File: src/rtl/core/urb_pkg.sv
// Shared types, address map constants and helpers for the UART register block.
package urb_pkg;

  typedef enum logic [1:0] {
    KIND_READ  = 2'd0,
    KIND_WRITE = 2'd1,
    KIND_RX    = 2'd2
  } kind_t;

  localparam logic [3:0] SLOT_MODE   = 4'h0;
  localparam logic [3:0] SLOT_STATUS = 4'h1;
  localparam logic [3:0] SLOT_TX     = 4'h2;
  localparam logic [3:0] SLOT_RX     = 4'h3;
  localparam logic [3:0] SLOT_BAUD   = 4'h4;

  localparam logic [3:0] SUB_WRITE = 4'h0;
  localparam logic [3:0] SUB_CLR   = 4'h4;
  localparam logic [3:0] SUB_SET   = 4'h8;
  localparam logic [3:0] SUB_INV   = 4'hC;

  localparam int ST_URXDA = 0;
  localparam int ST_OERR  = 1;
  localparam int ST_TRMT  = 8;
  localparam int ST_UTXBF = 9;
  localparam int ST_UTXEN = 10;
  localparam int ST_URXEN = 12;
  localparam int MD_ON    = 15;

  localparam int REQ_DATA_W = 48;
  localparam int RSP_DATA_W = 48;

  typedef struct packed {
    kind_t       kind;
    logic [7:0]  address;
    logic [31:0] write_data;
    logic [7:0]  rx_byte;
  } req_t;

  typedef struct packed {
    logic [31:0] read_data;
    logic        tx_valid;
    logic [7:0]  tx_byte;
    logic        irq_receive;
    logic        irq_transmit;
    logic        irq_error;
  } rsp_t;

  function automatic logic [31:0] apply_sub(input logic [31:0] cur, input logic [31:0] v,
                                            input logic [3:0] sub);
    logic [31:0] r;
    r = cur;
    case (sub)
      SUB_WRITE: r = v;
      SUB_CLR:   r = cur & ~v;
      SUB_SET:   r = cur | v;
      SUB_INV:   r = cur ^ v;
      default:   r = cur;
    endcase
    return r;
  endfunction

  function automatic logic [31:0] refresh_status(input logic [31:0] st, input logic full);
    logic [31:0] r;
    r = st;
    r[ST_TRMT]  = 1'b1;
    r[ST_UTXBF] = 1'b0;
    r[ST_URXDA] = full;
    return r;
  endfunction

endpackage

File: src/rtl/core/urb_in_reg.sv
// Input register stage for incoming requests.
module urb_in_reg
  import urb_pkg::*;
(
  input  logic                  clk,
  input  logic                  rst,
  input  logic                  s_tvalid,
  output logic                  s_tready,
  input  logic [1:0]            s_tuser,
  input  logic [REQ_DATA_W-1:0] s_tdata,
  input  logic                  advance,
  output logic                  req_valid,
  output req_t                  req
);

  assign s_tready = !req_valid || advance;

  always_ff @(posedge clk) begin
    if (rst) begin
      req_valid <= 1'b0;
    end else if (s_tready) begin
      req_valid <= s_tvalid;
    end
  end

  always_ff @(posedge clk) begin
    if (s_tready && s_tvalid) begin
      req.kind       <= kind_t'(s_tuser);
      req.address    <= s_tdata[7:0];
      req.write_data <= s_tdata[39:8];
      req.rx_byte    <= s_tdata[47:40];
    end
  end

endmodule

File: src/rtl/core/urb_regfile.sv
// Register file with set/clear/invert decode, receive buffer and interrupt levels.
module urb_regfile
  import urb_pkg::*;
(
  input  logic clk,
  input  logic rst,
  input  logic advance,
  input  req_t req,
  output rsp_t rsp
);

  logic [31:0] mode_reg, mode_reg_next;
  logic [31:0] status_reg, status_reg_next;
  logic [31:0] baud_reg, baud_reg_next;
  logic [7:0]  rx_data, rx_data_next;
  logic        rx_full, rx_full_next;
  logic        err_level, err_level_next;
  logic [3:0]  slot;
  logic [3:0]  sub;

  assign slot = req.address[7:4];
  assign sub  = req.address[3:0];

  always_comb begin
    mode_reg_next   = mode_reg;
    status_reg_next = status_reg;
    baud_reg_next   = baud_reg;
    rx_data_next    = rx_data;
    rx_full_next    = rx_full;
    err_level_next  = err_level;
    rsp.read_data   = '0;
    rsp.tx_valid    = 1'b0;
    rsp.tx_byte     = '0;
    case (req.kind)
      KIND_READ: begin
        status_reg_next = refresh_status(status_reg, rx_full);
        case (slot)
          SLOT_RX: begin
            if (rx_full) begin
              rsp.read_data   = {24'd0, rx_data};
              rx_full_next    = 1'b0;
              status_reg_next = refresh_status(status_reg_next, 1'b0);
            end
          end
          SLOT_MODE:   rsp.read_data = mode_reg;
          SLOT_STATUS: rsp.read_data = status_reg_next;
          SLOT_BAUD:   rsp.read_data = baud_reg;
          default:     rsp.read_data = '0;
        endcase
      end
      KIND_WRITE: begin
        case (slot)
          SLOT_TX: begin
            rsp.tx_valid = 1'b1;
            rsp.tx_byte  = req.write_data[7:0];
          end
          SLOT_MODE: mode_reg_next = apply_sub(mode_reg, req.write_data, sub);
          SLOT_STATUS: begin
            status_reg_next = apply_sub(status_reg, req.write_data, sub);
            if (!status_reg_next[ST_OERR]) begin
              err_level_next = 1'b0;
            end
          end
          SLOT_BAUD: baud_reg_next = apply_sub(baud_reg, req.write_data, sub);
          default: ;
        endcase
      end
      KIND_RX: begin
        if (rx_full) begin
          status_reg_next[ST_OERR] = 1'b1;
          err_level_next           = 1'b1;
        end else begin
          rx_data_next    = req.rx_byte;
          rx_full_next    = 1'b1;
          status_reg_next = refresh_status(status_reg, 1'b1);
        end
      end
      default: ;
    endcase
    rsp.irq_receive  = rx_full_next && status_reg_next[ST_URXEN];
    rsp.irq_transmit = mode_reg_next[MD_ON] && status_reg_next[ST_UTXEN];
    rsp.irq_error    = err_level_next;
  end

  always_ff @(posedge clk) begin
    if (rst) begin
      mode_reg   <= '0;
      status_reg <= 32'd1 << ST_TRMT;
      baud_reg   <= '0;
      rx_data    <= '0;
      rx_full    <= 1'b0;
      err_level  <= 1'b0;
    end else if (advance) begin
      mode_reg   <= mode_reg_next;
      status_reg <= status_reg_next;
      baud_reg   <= baud_reg_next;
      rx_data    <= rx_data_next;
      rx_full    <= rx_full_next;
      err_level  <= err_level_next;
    end
  end

endmodule

File: src/rtl/core/urb_out_reg.sv
// Result register feeding the master-side stream.
module urb_out_reg
  import urb_pkg::*;
(
  input  logic                  clk,
  input  logic                  rst,
  input  logic                  advance,
  input  rsp_t                  rsp,
  output logic                  out_ready,
  output logic                  m_tvalid,
  input  logic                  m_tready,
  output logic [RSP_DATA_W-1:0] m_tdata
);

  rsp_t rsp_q;

  assign out_ready = !m_tvalid || m_tready;

  always_ff @(posedge clk) begin
    if (rst) begin
      m_tvalid <= 1'b0;
    end else if (out_ready) begin
      m_tvalid <= advance;
    end
  end

  always_ff @(posedge clk) begin
    if (advance) begin
      rsp_q <= rsp;
    end
  end

  assign m_tdata = {4'd0, rsp_q.irq_error, rsp_q.irq_transmit, rsp_q.irq_receive,
                    rsp_q.tx_byte, rsp_q.tx_valid, rsp_q.read_data};

endmodule

File: src/rtl/core/uart_register_block.sv
// Top level of the UART register block.
//
// Requests enter on the s_* stream: s_tuser is the kind (read, write, received
// byte), s_tdata carries address, write data and received byte. Each request
// yields exactly one response on the m_* stream with read data, transmit byte
// and the three interrupt levels after the request.
// A response is valid once its request has passed both registers: the input
// register takes the request at the accepting edge, and the register file
// update and the result register load complete together when it advances.
// Throughput is one request per cycle while m_tready is not held off; the
// register update is a single decode and modify step between the two registers.
// Reset clears MODE, BAUD, the receive buffer and the error level, and leaves
// STATUS with only TRMT set. Both streams come up empty.
// When the receiver holds off m_tready, the result register holds its
// response, the input register keeps one more request, and s_tready then
// drops until the response is taken. No request is lost or reordered.
module uart_register_block
  import urb_pkg::*;
(
  input  logic                  clk,
  input  logic                  rst,
  input  logic                  s_tvalid,
  output logic                  s_tready,
  input  logic [1:0]            s_tuser,  // kind
  input  logic [REQ_DATA_W-1:0] s_tdata,  // address[7:0], write_data[39:8], rx_byte[47:40]
  output logic                  m_tvalid,
  input  logic                  m_tready,
  // read_data[31:0], tx_valid[32], tx_byte[40:33], irq_receive[41],
  // irq_transmit[42], irq_error[43], zero pad[47:44]
  output logic [RSP_DATA_W-1:0] m_tdata
);

  logic req_valid;
  req_t req;
  rsp_t rsp;
  logic out_ready;
  logic advance;

  assign advance = req_valid && out_ready;

  urb_in_reg u_in (
    .clk      (clk),
    .rst      (rst),
    .s_tvalid (s_tvalid),
    .s_tready (s_tready),
    .s_tuser  (s_tuser),
    .s_tdata  (s_tdata),
    .advance  (advance),
    .req_valid(req_valid),
    .req      (req)
  );

  urb_regfile u_regs (
    .clk    (clk),
    .rst    (rst),
    .advance(advance),
    .req    (req),
    .rsp    (rsp)
  );

  urb_out_reg u_out (
    .clk      (clk),
    .rst      (rst),
    .advance  (advance),
    .rsp      (rsp),
    .out_ready(out_ready),
    .m_tvalid (m_tvalid),
    .m_tready (m_tready),
    .m_tdata  (m_tdata)
  );

endmodule

File: config.mk
export PLATFORM = sky130hd
export DESIGN_NAME = uart_register_block
export DESIGN_NICKNAME = d
export VERILOG_FILES = /design/src/rtl/core/urb_pkg.sv /design/src/rtl/core/urb_in_reg.sv /design/src/rtl/core/urb_regfile.sv /design/src/rtl/core/urb_out_reg.sv /design/src/rtl/core/uart_register_block.sv
export SDC_FILE = /design/constraint.sdc
export NUM_CORES = 1
export LEC_CHECK = 0
export BUFFER_PORTS_ARGS = -buffer_cell sky130_fd_sc_hd__buf_2
export CELL_PAD_IN_SITES_DETAIL_PLACEMENT = 0
export CELL_PAD_IN_SITES_GLOBAL_PLACEMENT = 1
export CORE_ASPECT_RATIO = 0.5
export CORE_MARGIN = 2
export CORE_UTILIZATION = 43
export DETAILED_ROUTE_END_ITERATION = 10
export PLACE_DENSITY_LB_ADDON = 0.1
export SLEW_MARGIN = 10
export SYNTH_ARGS = -nofsm -noshare
export SYNTH_HDL_FRONTEND = slang
export SYNTH_SLANG_ARGS = --single-unit
File: constraint.sdc
create_clock -name clk -period 2.6 [get_ports clk]
set_clock_uncertainty 0.1 [all_clocks]
set_input_delay 0.13 -clock clk [delete_from_list [all_inputs] [get_ports clk]]
set_output_delay 0.13 -clock clk [all_outputs]
set_load 0.01 [all_outputs]
==> flow_results.org, run 1 <==
** Detailed routing
- Total Wirelength :: 36.6 mm
- Initial drt markers :: 716
- Via density per instance :: roughly 5.7
- DRC Markers :: 0
- After detailed routing, the average wire length per cell comes to 20.0 microns.
- The final route contains around 10000 vias.
- The first TritonRoute pass finished after 8 iterations.
- The detail route stage leaves a number of antenna-violating nets equal to 0.

** Finish
- Area delta synth->final :: 17.6%
- Most common cell after layout, fill and taps aside :: ha_1
- After the last flow step, the layout net total stands at around 1700.
- Antenna diode count :: 0
- Number of inserted filler cells in the final layout :: between 2000 and 3000
- Leaving out fill and tap cells, the most frequent cells in the layout are 190 x ha_1, 139 x nor2_1, 133 x inv_1.
- The register with the most flip-flops in the layout has 50 of them.
- After routing the design area is roughly 15000 sq um.
- After the flow finishes, the layout carries non-filler instances totaling roughly 1800.
- For this run, the share of the core covered by cells in the final layout is 51.4%.
- The register with the most flip-flops in the final layout is u_in.req.
- Of the cells placed in the final design, the portion with a size suffix greater than 1 is 13.1%.

** Placement
- Routability congestion estimate from global placement :: 0.789
- Total placed cells including tap cells :: roughly 1700
- Once placement finished, the instance area stood at roughly 14000 sq um.
- During placement, the flow inserted port buffers numbering 99.
- Once detailed placement completed, the half-perimeter wirelength came to between 20 and 25 mm.
- At the placement stage, the worst setup path has a slack of approximately 0.34 ns.

** Clock tree
- Number of buffers inserted during clock tree synthesis :: 17
- In this run the clock root is driven by a clkbuf_16.
- Clock Latency Late Sink :: approximately 0.46 ns
- Clock input transition at the sequential cells of the worst setup and hold paths :: approximately 0.070 ns
- In this run, post-CTS repair resized a total of 0 instances.
- TritonCTS built the clock tree.
- Clock buffer depth :: 2
- # Post-CTS Setup Buffers :: 0
- Total clock sinks :: slightly below 200
- In this run the number of H-tree levels came out at 4.

** Timing
- For the finished layout, the period the worst path requires is about 2.3 ns.
- Setup-violating endpoint count in the final report :: 0
- At the pin with the least slew margin, the transition time is around 0.81 ns.
- Final count of hold timing violations :: 0
- Setup repair after global routing missed its margin :: false
- Share of the clock period used by the worst path :: 89.0%
- After layout, the worst setup slack is between 0.2 and 0.3 ns.
- The count of pins over their slew limit was 0.
- Timing-limited maximum frequency :: ~430 MHz
- Worst rel slew slack :: about 46%
- For the final routed database, the setup TNS stands at 0 ns.

** Setup path
- On the worst path, the slowest cell contributes a delay of around 0.55 ns.
- The cell that appears most often on the critical path is a211oi_1.
- The critical path is of the register to register type.
- Along the worst path, the maximum fanout reaches 18.
- Traced cell by cell, the critical path runs through ha_1 -> or4_1 -> buf_4 -> a211oi_1 -> nor2_1 -> a211oi_1.
- For the worst setup path, the data arrival time is around 2.6 ns.
- For the worst setup path, the data required time is about 2.9 ns.
- The worst setup path is captured at a register.
- Startpoint type of the worst setup path :: register
- Among all stages on the critical path, the largest delay is contributed by or4_1.

** Pwr
- Power Internal :: between 5 and 6 mW
- Of the total power, registers draw between 40 and 50%.
- Part of the power in the clock network :: between 40% and 50%
- VDD sags by at most around 0.00048 V.
- Psw :: ~1.8 mW
- In this run switching power makes up 25.7% of total power.
- Leak pwr :: just under 6 nW
- Share of power burned in combinational logic :: between 10% and 20%
- Dividing total power by cell area gives a power density of between 400 and 500 nW/um^2.

** Logic synthesis
- Counting flops with an async set or reset pin after synthesis yields a share of 0%.
- Counting every instance in the synthesized netlist gives between 1000 and 1500.
- Most used DFF post-synth :: dfxtp_1
- The synthesized design contains 94 enable-type register cells.
- Sequential area share after synthesis :: just under 40%
- The synthesized netlist occupies a cell area of around 13000 sq um.
- FF+latch count, synth :: slightly below 200
- A synthesized cell averages around 10 sq um.
- Counting distinct cell types in the post-synthesis netlist gives 56.
- The Yosys step of the flow raised 0 warnings.

** Floorplan
- The initial utilization of the core area, before any placement, comes to between 40% and 50%.
- Number of cell rows :: between 40 and 50
- Area inside the core boundary :: roughly 29000 sq um
- Floorplan die area :: slightly above 30000 sq um
- Pin placement for this block handled 104 I/O pins.
- Die extent in y :: around 130 microns
- Floorplan die width :: around 250 microns

** Run
- Max-cap violations in this run came to 0.

** GRT
- Number of global-route vias before repair :: approximately 11000
- Global-route total usage across every layer :: 24.3%
- Antenna violations before repair :: 0
- Entering global routing, the biggest net connects between 60 and 70 pins.
- Summed over all layers, the global routing overflow is 0.
- The first global-routing pass estimated 58.5 mm of wire.

** Min path
- The worst hold path belongs to the class input pin to register.

** Run status
- Status :: completed
what timing repair did:
item	in CTS	in global routing
setup endpoints to repair	0	0
hold buffers	53	0
hold endpoints to repair	57	0
final timing paths:
check / startpoint / cells past startpoint / slack (ns) / to
worst max-delay path: u_in.req[49]$_DFFE_PP_ / 6 / 0.29 / u_regs.status_reg[21]$_SDFFE_PP0P_
worst min-delay path: m_tready / 5 / 0.11 / u_regs.err_level$_SDFFE_PP0P_
worst max register to register: u_in.req[49]$_DFFE_PP_ / 6 / 0.29 / u_regs.status_reg[21]$_SDFFE_PP0P_
worst min register to register: u_regs.rx_data[4]$_SDFFE_PP0P_ / 2 / 0.36 / u_regs.rx_data[4]$_SDFFE_PP0P_
critical path: cells and delay by family, from the launching register on:
family / cells / cell delay (ns)
simple gates: 2 / 0.63
compound gates: 2 / 0.53
flops: 1 / 0.44
fa+ha+maj: 1 / 0.26
buf+inv: 1 / 0.26
per-layer routing:
layer	wire length [microns]	vias up	GRT usage (%)
li1	-	4921	-
met1	17500	5164	33.8
met2	16700	267	39.2
met3	1860	45	3.91
met4	649	0	6.73
met5	0	-	0
through the flow:
step,hold WS [ns],power (mW)
after floorplan,0.129,3.99
after global placement,0.206,4.26
after detailed placement,0.208,4.29
after CTS,0.0953,7.26
after global routing,0.145,7.49
final,0.115,7.19
cell type report:
class,instances,area [sq um],area share (%)
clock buffer,20,447,2.99
multi-input combinational,878,6900,46.2
clock inverter,12,174,1.16
inverter,134,503,3.36
tap,391,489,3.27
sequential,199,4920,32.9
timing repair buffer,200,1510,10.1
power by group through the flow:
| stage | logic [mW] | registers, mW | clock network (mW) |
|---|---|---|---|
| 3_5_place_dp | 0.792 | 3.49 | 0 |
| 2_1_floorplan | 0.504 | 3.48 | 0 |
| 3_3_place_gp | 0.764 | 3.49 | 0 |
| 4_1_cts | 0.857 | 3.42 | 2.98 |
| 6_report | 0.855 | 3.42 | 2.91 |
| 5_1_grt | 0.944 | 3.43 | 3.11 |
cells by family after synthesis:
family | after synthesis | share of synthesized area, %
AO/OA/AOI/OAI | 313 | 17.9
AND/OR/NAND/NOR | 277 | 9.82
buffers and inverters | 229 | 7.21
flip-flops | 199 | 38.7
adder cells (fa/ha/maj) | 190 | 18.7
multiplexers | 94 | 7.61
other | 1 | 0.0295
synthesized netlist by cell type, types with 32 or more instances:
master | count | area share, %
nor2_1 | 140 | 4.1
ha_1 | 190 | 19
o21ai_0 | 35 | 1.4
mux2i_1 | 91 | 7.2
a211oi_1 | 86 | 5.1
a32o_1 | 32 | 2.5
inv_1 | 134 | 4.0
edfxtp_1 | 94 | 22
dfxtp_1 | 105 | 17
nand2_1 | 84 | 2.5
a2bb2oi_1 | 32 | 2.2
clkbuf_1 | 52 | 1.5
a21oi_1 | 76 | 3.0
(Power assumes the default switching activity.)
==> run 2: changes to the inputs <==
- ABC_AREA: default -> 1
- CORE_MARGIN: 2 -> 1.5
- CORE_UTILIZATION: 43 -> 42
==> run 2 against run 1 <==
Net effect: non-clock buffer count fell by 7; first-iteration DRC count fell by 6.4%; critical path depth rose by 1; sequential power barely moved; flip-flop and latch count did not move; synthesized area fell by 4.6%; count of clock-buffer cells in the layout fell by 2; worst hold slack improved by 0.13 ns; utilization fell by 0.37 points; final cell count rose by 4.5%.
==> flow_results.org, run 2 <==
** Pwr
- The overall power consumption was 6.93 mW (was 7.19 mW).
- Part of the power in registers :: 49.3% (was 47.6%)
- Power Internal :: 5.14 mW (was 5.34 mW)
- Power per cell area :: 484 nW/um^2 (was 481 nW/um^2)
- Leak pwr :: 6.27 nW (was 5.88 nW)
- The switching power total came to 1.78 mW (was 1.84 mW).
- Part of the power in the clock network :: 40.7% (was 40.5%)
- Switch share :: 25.8% (was 25.7%)
- The combinational share of power came to 9.9% (was 11.9%).
- The worst supply voltage drop on vdd was 0.000467 V (was 0.000480 V).

** Placement
- Cell area after placement :: 13200 sq um (was 13800 sq um)
- Placement-stage worst setup slack :: 0.318 ns (was 0.336 ns)
- Total placed cells including tap cells :: 1831 (was 1749)
- Routability congestion estimate from global placement :: 0.821 (was 0.789)
- I/O Buffers :: 99 (unchanged)
- HPWL after detailed placement :: 23.0 mm (was 23.5 mm)

** Setup path
- Cell repeated most along the worst path :: nor2_1 (was a211oi_1)
- Type of the worst setup path :: register to register (unchanged)
- The worst endpoint data arrival time was 2.58 ns (about the same).
- Critical Path Max Stage Delay :: 0.43 ns (was 0.55 ns)
- Cell-by-cell listing of the critical path: nor2_4 -> nand3_2 -> nor2_1 -> nand4_2 -> buf_4 -> a22oi_1 -> nor2_1 (was ha_1 -> or4_1 -> buf_4 -> a211oi_1 -> nor2_1 -> a211oi_1).
- Slowest cell on the critical path :: edfxtp_1 (was or4_1)
- Startpoint type of the worst setup path :: register (unchanged)
- The reg-to-reg startpoint is u_in.req[47]$_DFFE_PP_ (was u_in.req[49]$_DFFE_PP_).
- The worst reg2reg path depth came to 7 (was 6).
- Critical path endpoint category :: register (unchanged)
- The minimum setup slack among reg-to-reg paths came to 0.24 ns (was 0.29 ns).
- The endpoint of the worst-slack reg-to-reg timing path is u_regs.status_reg[13]$_SDFFE_PP0P_ (was u_regs.status_reg[21]$_SDFFE_PP0P_).
- Top fanout value on the critical path :: 25 (was 18)
- The required time of the worst setup path came to 2.82 ns (was 2.87 ns).

** GRT
- The pin count of the biggest net entering global routing was 62 (was 65).
- The initial antenna violation count is 0 (unchanged).
- The global-route usage over all layers was 24.4% (was 24.3%).
- Number of global-route vias before repair :: 10400 (was 10500)
- Total congestion overflow after global routing :: 0 (unchanged)
- First-pass GRT wire length :: 56.0 mm (was 58.5 mm)

** Detailed routing
- The detailed-route DRC error count was 0 (unchanged).
- Initial drt markers :: 670 (was 716)
- The remaining antenna violation count came to 0 (unchanged).
- The mean number of vias per cell is 5.39 (was 5.67).
- Iteration count of the initial detailed-routing pass :: 7 (was 8)
- The final wirelength is 35.5 mm (was 36.6 mm).
- The routed wire length per instance was 18.5 microns (was 20.0 microns).
- Via count of the routed design :: 10300 (was 10400)

** Logic synthesis
- Syn Inst Count :: 1386 (was 1303)
- The sequential-to-total area share from yosys stat was 40.6% (was 38.7%).
- Count of unique library cells instantiated by Yosys :: 35 (was 56)
- The leading cell type by number of instances after synthesis is inv_1 (was ha_1).
- Count of warnings emitted by yosys :: 0 (unchanged)
- Top cells by area, synth :: edfxtp_1 23%, ha_1 20%, dfxtp_1 17% (was edfxtp_1 22%, ha_1 19%, dfxtp_1 17%)
- The commonest register cell after synthesis is dfxtp_1 (unchanged).
- Top post-synthesis cells by count: 212 x inv_1, 190 x ha_1, 190 x nand2_1 (was 190 x ha_1, 140 x nor2_1, 134 x inv_1).
- Cell taking the most area after synthesis :: edfxtp_1 (unchanged)
- The post-synthesis instance area came to 12100 sq um (was 12700 sq um).
- Post-synthesis average cell area :: 8.76 sq um (was 9.76 sq um)
- Share of the synthesized area in the top cell type :: 23.3% (was 22.2%)
- FF+latch count, synth :: 199 (unchanged)
- The share of flip-flops with an asynchronous set or reset after synthesis is 0% (unchanged).
- The number of synthesized flops with an enable pin is 94 (unchanged).

** Clock tree
- H-tree level count :: 4 (unchanged)
- Root Buffer :: clkbuf_16 (unchanged)
- Number of buffers inserted during clock tree synthesis :: 17 (unchanged)
- The latest clock arrival within the worst-skew pair was 0.46 ns (about the same).
- Clock input transition at the sequential cells of the worst setup and hold paths :: 0.07 ns (about the same)
- The number of clock sinks is 199 (unchanged).
- The CTS tree is done (unchanged).
- The number of hold buffers added after cts was 54 (was 53).
- # Post-CTS Setup Buffers :: 0 (unchanged)
- CTS-repair resized insts :: 0 (unchanged)
- Clock buffer depth :: 2 (unchanged)

** Finish
- Antenna diode count :: 0 (unchanged)
- Number of standard cells in the layout, taps in and fillers out :: 1917 (was 1834)
- Final core utilization :: 51.1% (was 51.4%)
- Number of inserted filler cells in the final layout :: 2577 (was 2611)
- The sequential cell area was 4920 sq um (unchanged).
- # nets final :: 1766 (was 1674)
- Final std cell area, no fill :: 14300 sq um (was 15000 sq um)
- The signed area change from the synthesized netlist to the final layout was 18.0% (was 17.6%).
- The register ranked first by flip-flop count is u_in.req (unchanged).
- The most common cell after layout, fill and taps aside is inv_1 (was ha_1).
- The footprint of the multi-input gates was 6060 sq um (was 6900 sq um).
- Share of final-layout standard cells stronger than drive strength 1 :: 12.3% (was 13.1%)
- Commonest cells after routing, fill and taps aside :: 210 x inv_1, 190 x ha_1, 189 x nand2_1 (was 190 x ha_1, 139 x nor2_1, 133 x inv_1)
- Largest register FFs :: 50 (unchanged)

** Timing
- The number of endpoints failing setup at the final stage was 0 (unchanged).
- Setup repair after global routing missed its margin: false (unchanged).
- The total negative setup slack is 0 ns (unchanged).
- Worst-case hold slack :: 0.243 ns (was 0.115 ns)
- Worst Tran Pin Value :: 1.26 ns (was 0.813 ns)
- Timing-limited maximum frequency :: 423 MHz (was 432 MHz)
- The part of the cycle the worst path needs is 90.8% (was 89.0%).
- Worst Setup Slack, final :: 0.238 ns (was 0.287 ns)
- The count of pins over their slew limit is 0 (unchanged).
- The worst max-slew margin expressed relative to the limit came to 16.2% (was 45.8%).
- Final count of hold timing violations :: 0 (unchanged)
- Final worst path period need :: 2.36 ns (was 2.31 ns)

** Floorplan
- The die outline area is 30000 sq um (was 31100 sq um).
- Number of cell rows :: 43 (was 44)
- The initial standard-cell utilization of the core came to 43.3% (was 43.8%).
- The core area is 28000 sq um (was 29100 sq um).
- The I/O pin count is 104 (unchanged).
- Die extent in y :: 123 microns (was 126 microns)
- Floorplan die width :: 243 microns (was 247 microns)

** Min path
- The startpoint of the most critical hold path is rst (was m_tready).
- Worst hold-check path type :: input pin to register (unchanged)
- The worst hold path stage count is 5 (unchanged).
- The capture endpoint of the worst hold path was u_regs.status_reg[1]$_SDFFE_PP0P_ (was u_regs.err_level$_SDFFE_PP0P_).

** Run
- Count of maximum capacitance violations :: 0 (unchanged)

** Run status
- Status: completed (unchanged).
[run 2: metal layers]
| metal | share of wire [%] | vias up | wire, microns | track usage, % |
|---|---|---|---|---|
| met1 | 48 | 5003 | 16900 | 32.6 |
| met4 | 2.0 | 0 | 707 | 7.84 |
| li1 | - | 5023 | - | - |
| met5 | 0 | - | 0 | 0 |
| met3 | 5.0 | 54 | 1770 | 5.17 |
| met2 | 45 | 257 | 16100 | 39.7 |
[run 2: layout make-up]
class | count | area share [%]
Timing Repair Buffer | 193 | 10.0
Clock buffer | 18 | 3.00
Clock inverter | 14 | 1.20
Tap cell | 382 | 3.34
Inverter | 218 | 5.72
Sequential cell | 199 | 34.4
Multi-Input combinational cell | 893 | 42.3
[run 2: worst max-delay path, delay by kind of cell (launching register included)]
kind,cells,cell delay [ns]
buffers and inverters,1,0.30
AO/OA/AOI/OAI,1,0.25
flip-flops,1,0.43
AND/OR/NAND/NOR,5,1.12
[run 2: power by group through the flow]
stage / combinational [mW] / clock, mW / sequential [mW]
global placement: 0.598 / 0 / 3.49
CTS: 0.692 / 2.88 / 3.42
floorplan: 0.360 / 0 / 3.49
finish: 0.689 / 2.82 / 3.42
detailed placement: 0.626 / 0 / 3.49
global route: 0.770 / 3.01 / 3.43
[run 2: how the worst max path moves through the flow]
| stage | start | slack (ns) | depth (start not counted) | endpoint |
|---|---|---|---|---|
| after floorplan | u_out.m_tvalid$_SDFFE_PP0P_ | 0.43 | 7 | u_regs.baud_reg[18]$_SDFFE_PP0P_ |
| after global placement | u_in.req[47]$_DFFE_PP_ | 0.38 | 7 | u_regs.status_reg[16]$_SDFFE_PP0P_ |
| after detailed placement | u_in.req[47]$_DFFE_PP_ | 0.32 | 7 | u_regs.status_reg[6]$_SDFFE_PP0P_ |
| after CTS | u_in.req[47]$_DFFE_PP_ | 0.30 | 7 | u_regs.status_reg[13]$_SDFFE_PP0P_ |
| after global routing | u_in.req[47]$_DFFE_PP_ | 0.09 | 7 | u_regs.status_reg[19]$_SDFFE_PP0P_ |
| final | u_in.req[47]$_DFFE_PP_ | 0.24 | 7 | u_regs.status_reg[13]$_SDFFE_PP0P_ |
[run 2: cell families after synthesis]
group	count (synthesis)	synth area share, %
compound gates	391	19.8
flops	199	40.6
buf+inv	297	9.69
fa+ha+maj	190	19.6
simple gates	308	10.4
other cells	1	0.0309
==> run 3: changes to the inputs <==
- ABC_AREA: 1 -> 0
- CORE_UTILIZATION: 42 -> 43
==> run 3 against run 2 <==
Net effect: non-clock buffer count grew 19; count of clock-buffer cells in the layout unchanged; clock power fell by 6%; first-iteration DRC count rose by 24%; die area increased by 2.3%; via count is 0.84% higher; global-route usage rose by 0.60 points; routed wire length grew 5.3%; combinational power up 27%.
==> flow_results.org, run 3 (same netlist as run 1, synthesis figures left out) <==
** Run status
- Status: completed (unchanged).

** Setup path
- The worst reg2reg path depth is 4 (was 7).
- The worst endpoint data arrival time was 2.44 ns (was 2.58 ns).
- The reg-to-reg startpoint is u_in.req[45]$_DFFE_PP_ (was u_in.req[47]$_DFFE_PP_).
- Top fanout value on the critical path :: 9 (was 25)
- Startpoint type of the worst setup path :: register (unchanged)
- Data required time of the worst path :: 2.74 ns (was 2.82 ns)
- Reg2reg end :: u_out.m_tdata[42]$_DFFE_PP_ (was u_regs.status_reg[13]$_SDFFE_PP0P_)
- The kind of end point of the critical path is a register (unchanged).
- The type of the setup path with the least slack was register to register (unchanged).
- The minimum setup slack among reg-to-reg paths is 0.29 ns (was 0.24 ns).

** Floorplan
- Number of top-level design ports :: 104 (unchanged)
- Floorplan die width :: 246 microns (was 243 microns)
- The core area was 29000 sq um (was 28000 sq um).
- The placement row count was 44 (was 43).
- The die outline area came to 30700 sq um (was 30000 sq um).
- Die extent in y :: 125 microns (was 123 microns)
- The initial standard-cell utilization of the core came to 43.8% (was 43.3%).

** Placement
- The half-perimeter wire length after placement came to 24.1 mm (was 23.0 mm).
- The number of placed instances with taps included is 1761 (was 1831).
- The placer congestion estimate came to 0.806 (was 0.821).
- Cell area after placement :: 13900 sq um (was 13200 sq um)
- The count of input and output buffers is 99 (unchanged).

** Finish
- Area delta synth->final :: 17.7% (was 18.0%)
- The flip-flop count of the largest register after layout is 50 (unchanged).
- The non-filler instance count after layout came to 1847 (was 1917).
- Most flop-heavy register :: u_in.req (unchanged)
- The layout net count is 1686 (was 1766).
- Number of inserted filler cells in the final layout :: 2642 (was 2577)
- The final cell area excluding filler cells is 15000 sq um (was 14300 sq um).
- Commonest cells after routing, fill and taps aside :: 190 x ha_1, 139 x nor2_1, 133 x inv_1 (was 210 x inv_1, 190 x ha_1, 189 x nand2_1)
- The most common cell after layout, fill and taps aside is ha_1 (was inv_1).
- Share of final-layout standard cells stronger than drive strength 1 :: 13.9% (was 12.3%)

** Timing
- The time the worst path needs with I/O delays and setup is 2.31 ns (was 2.36 ns).
- Fin. max-slew vios :: 0 (unchanged)
- The transition time of the tightest slew-check pin was 0.971 ns (was 1.26 ns).
- Final count of hold timing violations :: 0 (unchanged)
- Setup repair after global routing missed its margin :: false (unchanged)
- The total negative setup slack is 0 ns (unchanged).
- The number of endpoints failing setup at the final stage is 0 (unchanged).
- The fmax came to 434 MHz (was 423 MHz).
- The part of the cycle the worst path needs was 88.7% (was 90.8%).
- Worst rel slew slack :: 35.1% (was 16.2%)

** Detailed routing
- Number of routed nets with antenna violations :: 0 (unchanged)
- Iteration count of the initial detailed-routing pass :: 8 (was 7)
- The routed wire length per instance is 20.3 microns (was 18.5 microns).
- Total Wirelength :: 37.4 mm (was 35.5 mm)
- Sum of met3 wire segment lengths after detailed routing :: 2.08 mm (was 1.77 mm)
- The met1 wire length is 18.0 mm (was 16.9 mm).
- Initial drt markers :: 831 (was 670)
- The detailed route wirelength on metal2 was 16.8 mm (was 16.1 mm).
- Via count of the routed design :: 10400 (was 10300)
- The highest routing layer actually used is met4 (unchanged).
- DRC Markers :: 0 (unchanged)
- The mean number of vias per cell is 5.64 (was 5.39).

** GRT
- The global-route usage over all layers was 25.0% (was 24.4%).
- Antenna violations before repair :: 0 (unchanged)
- Number of global-route vias before repair :: 10700 (was 10400)
- The pin count of the biggest net entering global routing was 68 (was 62).
- The leftover overflow at the end of global routing was 0 (unchanged).
- The first-pass GRT wire length came to 59.0 mm (was 56.0 mm).

** Pwr
- Power per cell area :: 465 nW/um^2 (was 484 nW/um^2)
- Max IR drop VDD :: 0.000492 V (was 0.000467 V)
- Overall power :: 6.96 mW (was 6.93 mW)
- The cell leakage power came to 5.91 nW (was 6.27 nW).

** Run
- The number of max-cap violations was 0 (unchanged).

** Min path
- Hold path startpoint :: m_tready (was rst)
- The capture endpoint of the worst hold path is u_out.m_tvalid$_SDFFE_PP0P_ (was u_regs.status_reg[1]$_SDFFE_PP0P_).
- The worst min-delay path class is input pin to register (unchanged).
- The worst hold path stage count came to 4 (was 5).

** Clock tree
- The total number of H-tree levels is 4 (unchanged).
- Total clock sinks :: 199 (unchanged)
- The CTS tree is done (unchanged).
- The latest clock arrival within the worst-skew pair is 0.46 ns (about the same).
- The number of buffers created by CTS came to 17 (unchanged).
- Clock buffer depth :: 2 (unchanged)
- The quantity of gates resized following cts is 0 (unchanged).
- Root Buffer :: clkbuf_16 (unchanged)
- The CTS clock-pin slew for the worst setup and hold paths was 0.08 ns (was 0.07 ns).
- # Post-CTS Setup Buffers :: 0 (unchanged)
## run 3: changes by cell type in the layout (fill, tap and decap cells not counted), sizes merged, moves of 36 or more
cell / delta
a211oi: +86
a221oi: -37
inv: -83
mux2i: +91
nand2: -108
nor2: +44
o2111ai: -48
o21ai: -116
o22ai: -36
## run 3: worst max-delay path by stage
stage,end,cells after the start,from
2_1_floorplan,u_in.req[0]$_DFFE_PP_,3,u_out.m_tvalid$_SDFFE_PP0P_
3_3_place_gp,u_out.m_tdata[42]$_DFFE_PP_,5,u_in.req[45]$_DFFE_PP_
3_5_place_dp,u_out.m_tdata[42]$_DFFE_PP_,6,u_in.req[49]$_DFFE_PP_
4_1_cts,u_out.m_tdata[42]$_DFFE_PP_,6,u_in.req[49]$_DFFE_PP_
5_1_grt,u_regs.status_reg[4]$_SDFFE_PP0P_,7,u_in.req[49]$_DFFE_PP_
6_report,u_out.m_tdata[42]$_DFFE_PP_,4,u_in.req[45]$_DFFE_PP_
## run 3: power breakdown
part	switching (mW)	internal, mW	leakage [nW]
logic	0.517	0.358	3.87
registers	0.0653	3.36	1.76
clock network	1.33	1.33	0.271
total	1.91	5.05	5.91
## run 3: final cells by class
class / count / area, sq um / share of cell area, %
clock buffers: 18 / 429 / 2.87
inverters: 134 / 503 / 3.36
diodes: 1 / 2.50 / 0.0167
flip-flops and latches: 199 / 4920 / 32.9
clock inverters: 14 / 125 / 0.836
well taps: 391 / 489 / 3.27
repair buffers: 212 / 1590 / 10.6
multi-input cells: 878 / 6900 / 46.1
## run 3: worst max-delay path: stages (launching register included)
cell	delay [ns]
edfxtp_1	0.55
nor4_4	0.58
buf_4	0.30
nand2_1	0.10
a221oi_1	0.43
## run 3: repair_timing
action / 4_1_cts / 5_1_grt
endpoints found under the setup margin: 0 / 0
endpoints found under the hold margin: 56 / 0
hold buffers: 53 / 0
## run 3: per-layer routing
layer,GRT usage (%),vias to the layer above
met3,4.78,43
met5,0,-
li1,-,4955
met2,39.8,273
met4,7.22,0
met1,34.3,5153
## run 3: per-stage QoR
step                worst slack, ns  utilization (%)  hold slack, ns
finish                        0.295             51.6          0.0584
global route                 0.0561             51.6           0.103
CTS                           0.288             51.6          0.0480
detailed placement            0.310             47.8           0.208
global placement              0.346             47.8           0.206
floorplan                     0.254                -           0.129
